--- config.mk ---
export PLATFORM = sky130hd
export DESIGN_NAME = mrpt_modmul
export DESIGN_NICKNAME = d
export VERILOG_FILES = /design/src/hdl/mrpt_pkg.sv /design/src/hdl/mrpt_modmul.sv
export SDC_FILE = /design/constraint.sdc
export NUM_CORES = 1
export LEC_CHECK = 0
export BUFFER_PORTS_ARGS = -buffer_cell sky130_fd_sc_hd__buf_2
export CAP_MARGIN = 25
export CORE_AREA = 8 8 207 110
export CTS_CLUSTER_SIZE = 12
export DETAILED_ROUTE_END_ITERATION = 8
export DIE_AREA = 0 0 215 118
export GPL_TIMING_DRIVEN = 0
export MAX_ROUTING_LAYER = met4
export PLACE_DENSITY = 0.77
export SLEW_MARGIN = 25
export SYNTH_ARGS = -nofsm -noshare
export SYNTH_HDL_FRONTEND = slang
export SYNTH_SLANG_ARGS = --single-unit
--- constraint.sdc ---
create_clock -name clk -period 5.3 [get_ports clk]
set_clock_uncertainty 0.1 [all_clocks]
set_input_delay 0.265 -clock clk [delete_from_list [all_inputs] [get_ports clk]]
set_output_delay 0.265 -clock clk [all_outputs]
set_load 0.01 [all_outputs]
--- src/hdl/mrpt_pkg.sv ---
package mrpt_pkg;

    localparam int NUM_WIDTH_DEFAULT = 32;
    localparam int CAND_WIDTH        = 32;
    localparam int OUT_TDATA_WIDTH   = 8;
    localparam int BASE_WIDTH        = 50;
    localparam int NUM_BASES         = 3;

    localparam logic [BASE_WIDTH-1:0] WITNESS_BASE [NUM_BASES] = '{
        50'd15,
        50'd7363882082,
        50'd992620450144556
    };

    typedef struct packed {
        logic busy;
        logic done;
    } mm_status_t;

endpackage

--- src/hdl/mrpt_modmul.sv ---
module mrpt_modmul #(
    parameter int NUM_WIDTH = mrpt_pkg::NUM_WIDTH_DEFAULT,
    parameter int MB_WIDTH  = mrpt_pkg::BASE_WIDTH,
    localparam int CW       = $clog2(MB_WIDTH + 1)
) (
    input  logic                  clk,
    input  logic                  rst_n,
    input  logic                  start,
    input  logic [NUM_WIDTH-1:0]  op_a,
    input  logic [MB_WIDTH-1:0]   op_b,
    input  logic [CW-1:0]         nbits,
    input  logic [NUM_WIDTH-1:0]  modulus,
    output mrpt_pkg::mm_status_t  status,
    output logic [NUM_WIDTH-1:0]  result
);

    logic                 busy_reg, busy_next;
    logic                 done_reg, done_next;
    logic [CW-1:0]        cnt_reg, cnt_next;
    logic [NUM_WIDTH-1:0] r_reg, r_next;
    logic [NUM_WIDTH-1:0] a_reg, a_next;
    logic [MB_WIDTH-1:0]  b_reg, b_next;

    logic [NUM_WIDTH+1:0] sum;
    logic [NUM_WIDTH+1:0] n_ext;
    logic [NUM_WIDTH+1:0] n2_ext;
    logic [NUM_WIDTH+1:0] red;

    // One multiplier bit per cycle, MSB first: r = (2r + bit * a) mod n.
    always_comb
    begin
        n_ext  = {2'b00, modulus};
        n2_ext = {1'b0, modulus, 1'b0};
        sum    = {1'b0, r_reg, 1'b0}
                 + {2'b00, (b_reg[MB_WIDTH-1] ? a_reg : {NUM_WIDTH{1'b0}})};
        if (sum >= n2_ext)
        begin
            red = sum - n2_ext;
        end
        else if (sum >= n_ext)
        begin
            red = sum - n_ext;
        end
        else
        begin
            red = sum;
        end
    end

    always_comb
    begin
        busy_next = busy_reg;
        done_next = 1'b0;
        cnt_next  = cnt_reg;
        r_next    = r_reg;
        a_next    = a_reg;
        b_next    = b_reg;
        if (start)
        begin
            busy_next = 1'b1;
            cnt_next  = nbits;
            r_next    = '0;
            a_next    = op_a;
            b_next    = op_b;
        end
        else if (busy_reg)
        begin
            r_next   = red[NUM_WIDTH-1:0];
            b_next   = {b_reg[MB_WIDTH-2:0], 1'b0};
            cnt_next = cnt_reg - CW'(1);
            if (cnt_reg == CW'(1))
            begin
                busy_next = 1'b0;
                done_next = 1'b1;
            end
        end
    end

    always_ff @(posedge clk or negedge rst_n)
    begin
        if (!rst_n)
        begin
            busy_reg <= 1'b0;
            done_reg <= 1'b0;
            cnt_reg  <= '0;
        end
        else
        begin
            busy_reg <= busy_next;
            done_reg <= done_next;
            cnt_reg  <= cnt_next;
        end
    end

    always_ff @(posedge clk)
    begin
        r_reg <= r_next;
        a_reg <= a_next;
        b_reg <= b_next;
    end

    assign status.busy = busy_reg;
    assign status.done = done_reg;
    assign result      = r_reg;

endmodule

==> results of run 1 <==
[per-layer routing]
| layer | global-route usage | up-vias | part of all wire |
|---|---|---|---|
| met4 | 0.05080 | 0 | 0.015 |
| met2 | 0.3656 | 674 | 0.38 |
| met1 | 0.4174 | 4771 | 0.45 |
| met5 | - | - | 0 |
| li1 | - | 4678 | - |
| met3 | 0.1280 | 66 | 0.16 |
[final timing paths]
kind | from | end | cells past startpoint
worst max-delay path | b_reg[49] | result[19] | 26
worst min-delay path | op_b[32] | b_reg[32] | 2
worst max register to register | b_reg[49] | result[19] | 26
worst min register to register | result[10] | result[10] | 1
max in group asynchronous | rst_n | cnt_reg[0] | 2
min in group asynchronous | rst_n | cnt_reg[3] | 2
[cells in the final DEF, fill, tap and decap left out, drive strengths merged, types with 7 or more instances in the layout]
master       count
mux2            50
o21ai           74
a21o            33
o211a            9
inv             74
dfxtp           32
a21boi           7
ha              97
nand4           12
buf            207
edfxtp          82
clkbuf          38
dfrtp            8
o211ai          17
a21oi          103
nor2b           12
xnor2           51
nand2           88
nand3           20
dlygate4sd3     39
nand2b           9
and2            36
and3            12
a211oi          18
o21bai          14
nor3            19
o21a            15
xor2            32
a31oi           15
nor2            64
mux2i           17
[cells by family after synthesis]
| kind of cell | count (synthesis) | share of synthesized area |
|---|---|---|
| adder cells (fa/ha/maj) | 100 | 0.1238 |
| flip-flops | 122 | 0.3211 |
| buffers and inverters | 103 | 0.04051 |
| AND/OR/NAND/NOR | 293 | 0.1404 |
| XOR/XNOR | 83 | 0.07067 |
| multiplexers | 67 | 0.07128 |
| AO/OA/AOI/OAI | 356 | 0.2322 |
[timing repair]
action	CTS	global route
endpoints found under the setup margin	32	32
hold endpoints to repair	46	0
hold buffers	39	0
pin swaps	29	28
cloned	1	1
resized for setup	104	45
buffers inserted	21	11
[where the power goes]
part           internal [mW]  switching (mW)
registers               1.22           0.204
logic                   2.77            4.08
clock network          0.624           0.523
total                   4.61            4.80
[layout make-up]
| class | count | area [sq um] |
|---|---|---|
| tap | 273 | 341.6 |
| multi-input combinational | 899 | 7234 |
| clock inverter | 15 | 145.1 |
| timing repair buffer | 230 | 1470 |
| buffer | 37 | 231.5 |
| inverter | 63 | 236.5 |
| sequential | 122 | 3303 |
| clock buffer | 17 | 425.4 |
| fill | 1559 | 6611 |
==> summary.txt, run 1 <==
Die H -> 118 um
synthesized flop and latch total -> 122
gpl congestion -> 1.024
Worst-path clk slew -> 0.07 ns
Pre-antenna DRT Iters -> 9
Post-synth ARST share -> 0.06557
Most common cell on crit path -> buf_4
static leakage -> 5.927 nW
Synth Flop Type -> edfxtp_1
PnR Total Power -> 9.411 mW
Max-cap violations -> 0
vias in the first global route -> 9660
cell with the most instances after synthesis -> a21oi_1
Pwr Density -> 702.9 mW/mm^2
post-route ant nets -> 0
CP arrival -> 5.87 ns
Yosys cell types -> 76
dpl hpwl -> 28.13 mm
final worst slack -> -0.3641 ns
critical path's largest stage delay -> 0.47 ns
Worst slew margin -> 0.4494
min cycle time layout -> 5.664 ns
Die Wd -> 215 um
Ys Warns -> 0
Post-Syn Area -> 0.01029 sq mm
Clock Path Buffers -> 2
delay-heaviest family, CP -> compound AO/OA/AOI/OAI gates
starting DRC count in detailed routing -> 1340
highest clock rate -> 176.6 MHz
GR Overflow Total -> 0
share of cells above drive strength 1 -> 0.2871
Setup WS pre-CTS -> -1.306 ns
worst skew pair latency -> 0.43 ns
Total GRT Usage -> 0.2900
CTS Sinks -> 122
drt total wl -> 37.63 mm
Root Buffer -> clkbuf_16
Die Area -> 0.02537 sq mm
Post-synth EDFFs -> 82
DR vias/cell -> 6.153
first-pass GRT wire length -> 56.00 mm
R2R Setup Slk -> -0.36 ns
Worst Path Max Fanout -> 5
dominant cells by area after synthesis -> edfxtp_1 (24%), ha_1 (12%), dfxtp_1 (6.2%)
final std cells w/o fill -> 1656
Placed Area -> 0.01143 sq mm
I/O Buffers -> 156
wire per inst -> 22.72 um
failing checks -> negative setup slack
Nets -> 1593
io pins -> 157
Crit path required time -> 5.51 ns
row count -> 37
Slowest-stage cell, CP -> edfxtp_1
Initial Utilization -> 0.5143
status -> complete, but fails checks
Final period util -> 1.069
Pins Over Slew Limit -> 0
# setup viols final -> 32
total clock buffers created by CTS -> 17
placed cell count -> 1554
drt drc -> 0
setup total negative slack -> -8.586 ns
CP endpoint kind -> flip-flop
CP bufs+invs -> 5
initial antenna violation count -> 0
final hold viol count -> 0
number of flip-flops in the largest register -> 50
Hold WC Path Type -> input pin to flip-flop
VDD IR-drop max -> 316.4 uV
CTS H-tree depth -> 4
area delta synth->final -> 30.15%
core footprint -> 0.02000 sq mm
RSZ-0062 raised after global routing -> yes
largest net degree at the start of global routing -> 35
top cells by count, synth -> a21oi_1 (101), ha_1 (97), nand2_1 (87), edfxtp_1 (82), nor2_1 (64)
Finished Cell Area -> 0.01339 sq mm
top-area cell type share of the netlist area -> 0.2394
critical path startpoint category -> flip-flop
ant diodes -> 0
final core utilization -> 0.6694
WHS -> 0.03708 ns
via count -> 10189
CTS tree -> yes
synthesized area per cell -> 9.151 sq um
Yosys top cell by area -> edfxtp_1
Mapped Cells -> 1124
WS Path Type -> flip-flop to flip-flop
Seq/Total Area, Yosys -> 0.3211
Worst Tran Pin Value -> 0.8259 ns
Syn Nets -> 1347
No activity file was read; power rests on OpenSTA's default activity.
==> run 2, diff against run 1 <==
==> config.mk (replaced) <==
export PLATFORM = sky130hd
export DESIGN_NAME = mrpt_modmul
export DESIGN_NICKNAME = d
export VERILOG_FILES = /design/src/hdl/mrpt_pkg.sv /design/src/hdl/mrpt_modmul.sv
export SDC_FILE = /design/constraint.sdc
export NUM_CORES = 1
export LEC_CHECK = 0
export CAP_MARGIN = 25
export CORE_AREA = 8 8 203 108
export CTS_CLUSTER_SIZE = 12
export DETAILED_ROUTE_END_ITERATION = 8
export DIE_AREA = 0 0 211 116
export DONT_BUFFER_PORTS = 1
export GPL_TIMING_DRIVEN = 0
export MAX_ROUTING_LAYER = met4
export PLACE_DENSITY = 0.7
export SLEW_MARGIN = 25
export SYNTH_ARGS = -nofsm -noshare
export SYNTH_HDL_FRONTEND = slang
export SYNTH_SLANG_ARGS = --single-unit
==> constraint.sdc (replaced) <==
create_clock -name clk -period 6.46 [get_ports clk]
set_clock_uncertainty 0.1 [all_clocks]
set_input_delay 0.323 -clock clk [delete_from_list [all_inputs] [get_ports clk]]
set_output_delay 0.323 -clock clk [all_outputs]
set_load 0.01 [all_outputs]
==> run 2 against run 1 <==
Non-clock buffer count is 184 lower. Combinational power fell by 32%. Via count decreased by 9.7%. Die area decreased by 3.5%. Wire length shrank 9.2%. Sequential power down 15%. The run now ends clean.
==> summary.txt, run 2 (synthesis gave the netlist of run 1 again) <==
status -> complete, no violations
Worst slew margin -> 0.4245 (-0.02494)
row count -> 36 (-2.7%)
hold_sp -> op_b[1]
via count -> 9198 (-9.7%)
critical path startpoint category -> flip-flop
Pre-antenna DRT Iters -> 6 (-3)
Worst Tran Pin Value -> 0.8560 ns (+0.03009 ns)
Worst Setup SP -> b_reg[49]
worst skew pair latency -> 0.43 ns (about the same)
Max-cap violations -> 0 (unchanged)
total clock buffers created by CTS -> 17 (unchanged)
DR WL met2 -> 11.90 mm (-16%)
RSZ-0062 raised after global routing -> no
area delta synth->final -> 13.99%
final core utilization -> 0.6154 (-0.05404)
drt total wl -> 34.18 mm (-9.2%)
number of flip-flops in the largest register -> 50 (unchanged)
Die H -> 116 um (-1.7%)
io pins -> 157 (unchanged)
WS Path Type -> flip-flop to flip-flop
Total GRT Usage -> 0.2810 (-0.009010)
initial antenna violation count -> 0 (unchanged)
GR Overflow Total -> 0 (unchanged)
commonest non-fill, non-tap cell in the layout -> a21oi_1
static leakage -> 5.023 nW (-15%)
Clock Path Buffers -> 2 (unchanged)
CTS Sinks -> 122 (unchanged)
core footprint -> 0.01905 sq mm (-4.7%)
commonest non-fill, non-tap cells in the layout -> a21oi_1 (101), ha_1 (97), nand2_1 (87)
final hold viol count -> 0 (unchanged)
Root Buffer -> clkbuf_16
starting DRC count in detailed routing -> 1248 (-6.9%)
share of cells above drive strength 1 -> 0.1026 (-0.1845)
# setup viols final -> 0 (-100%)
Pwr Density -> 588.9 mW/mm^2 (-16%)
Initial Utilization -> 0.5399 (+0.02553)
drt drc -> 0 (unchanged)
Hold WC Path Type -> input pin to flip-flop
DR vias/cell -> 6.278 (+2.0%)
Worst-path clk slew -> 0.06 ns (about the same)
wire per inst -> 23.33 um (+2.7%)
fill count -> 1643 (+5.4%)
Top Layer Used -> met4
PnR Total Power -> 6.905 mW (-27%)
gpl congestion -> 0.9837 (-4.0%)
CTS tree -> yes
Final period util -> 0.9744 (-0.09429)
min cycle time layout -> 6.295 ns (+0.6306 ns)
WHS -> 0.01287 ns (-0.02421 ns)
Die Area -> 0.02448 sq mm (-3.5%)
highest clock rate -> 158.9 MHz (-10%)
VDD IR-drop max -> 247.1 uV (-22%)
Crit path required time -> 6.72 ns (+1.21 ns)
CP endpoint kind -> flip-flop
RR Startpoint -> b_reg[49]
largest net degree at the start of global routing -> 33 (-5.7%)
wire length on met3 -> 5.256 mm (-12%)
dpl hpwl -> 27.11 mm (-3.6%)
Pins Over Slew Limit -> 0 (unchanged)
CP arrival -> 6.56 ns (+0.69 ns)
ant diodes -> 0 (unchanged)
Worst Path Max Fanout -> 7 (+2)
first-pass GRT wire length -> 50.10 mm (-11%)
Metal-1 WL -> 16.78 mm (-0.64%)
Die Wd -> 211 um (-1.9%)
CTS H-tree depth -> 4 (unchanged)
vias in the first global route -> 8192 (-15%)
I/O Buffers -> 0 (-100%)
Nets -> 1409 (-12%)
post-route ant nets -> 0 (unchanged)
run 2: per-stage QoR:
stage	setup WS [ns]	cells	setup TNS [ns]	cell area, sq um
final	0.1654	1465	0	11730
after global routing	0.01705	1465	0	11730
after CTS	0.07250	1463	0	11690
after detailed placement	-0.04083	1391	-0.1009	10640
after global placement	-0.06100	1390	-0.2334	10620
after floorplan	1.170	1124	0	10290
run 2: what timing repair did:
| action | CTS | global route |
|---|---|---|
| setup buffers | 0 | 2 |
| resized for setup | 2 | 11 |
| pin swaps | 0 | 2 |
| hold endpoints to repair | 78 | 0 |
| hold buffers | 40 | 0 |
| endpoints found under the setup margin | 6 | 32 |
run 2: layout make-up:
class                           instances  area [sq um]  area share
Multi-Input combinational cell        899          6596      0.5626
Sequential cell                       122          3303      0.2817
Timing Repair Buffer                   43         445.4     0.03799
Clock buffer                           17         425.4     0.03628
Tap cell                              266         332.8     0.02839
Inverter                               63         236.5     0.02017
Clock inverter                         15         200.2     0.01707
Buffer                                 40         185.2     0.01579
run 2: worst max-delay path, stage by stage (launching register included):
cell	delay [ns]
edfxtp_1	0.42
and2_1	0.16
ha_1	0.18
inv_1	0.06
fa_1	0.39
nand2b_1	0.17
a21oi_2	0.20
a41oi_2	0.24
nor2b_1	0.20
o21ai_0	0.09
nand2b_1	0.10
xor2_1	0.53
ha_1	0.21
clkbuf_1	0.28
and3_1	0.28
nand2_1	0.08
a21oi_1	0.44
o21ai_1	0.20
nand2_1	0.27
o21bai_1	0.24
a311o_1	0.36
nand2_1	0.28
nor3_1	0.57
o31a_1	0.18
run 2: per-layer routing:
metal  GRT usage  vias up
li1            -     4305
met1      0.4315     4306
met2      0.3220      560
met3      0.1164       27
met4     0.04870        0
met5           -        -
run 2: path summary, 6_finish.rpt:
path	endpoint	slack (ns)	cells after the start
max	result[22]	0.17	23
min	b_reg[1]	0.01	1
max reg2reg	result[22]	0.17	23
min reg2reg	b_reg[7]	0.44	1
max in group asynchronous	cnt_reg[2]	5.79	1
min in group asynchronous	cnt_reg[1]	0.17	1
run 2: report_power, final:
part	internal, mW	switching, mW	total, mW	leakage (nW)
Clock	0.645	0.374	1.02	0.297
Combinational	1.76	2.92	4.68	3.52
Sequential	0.998	0.206	1.20	1.20
Total	3.40	3.50	6.91	5.02
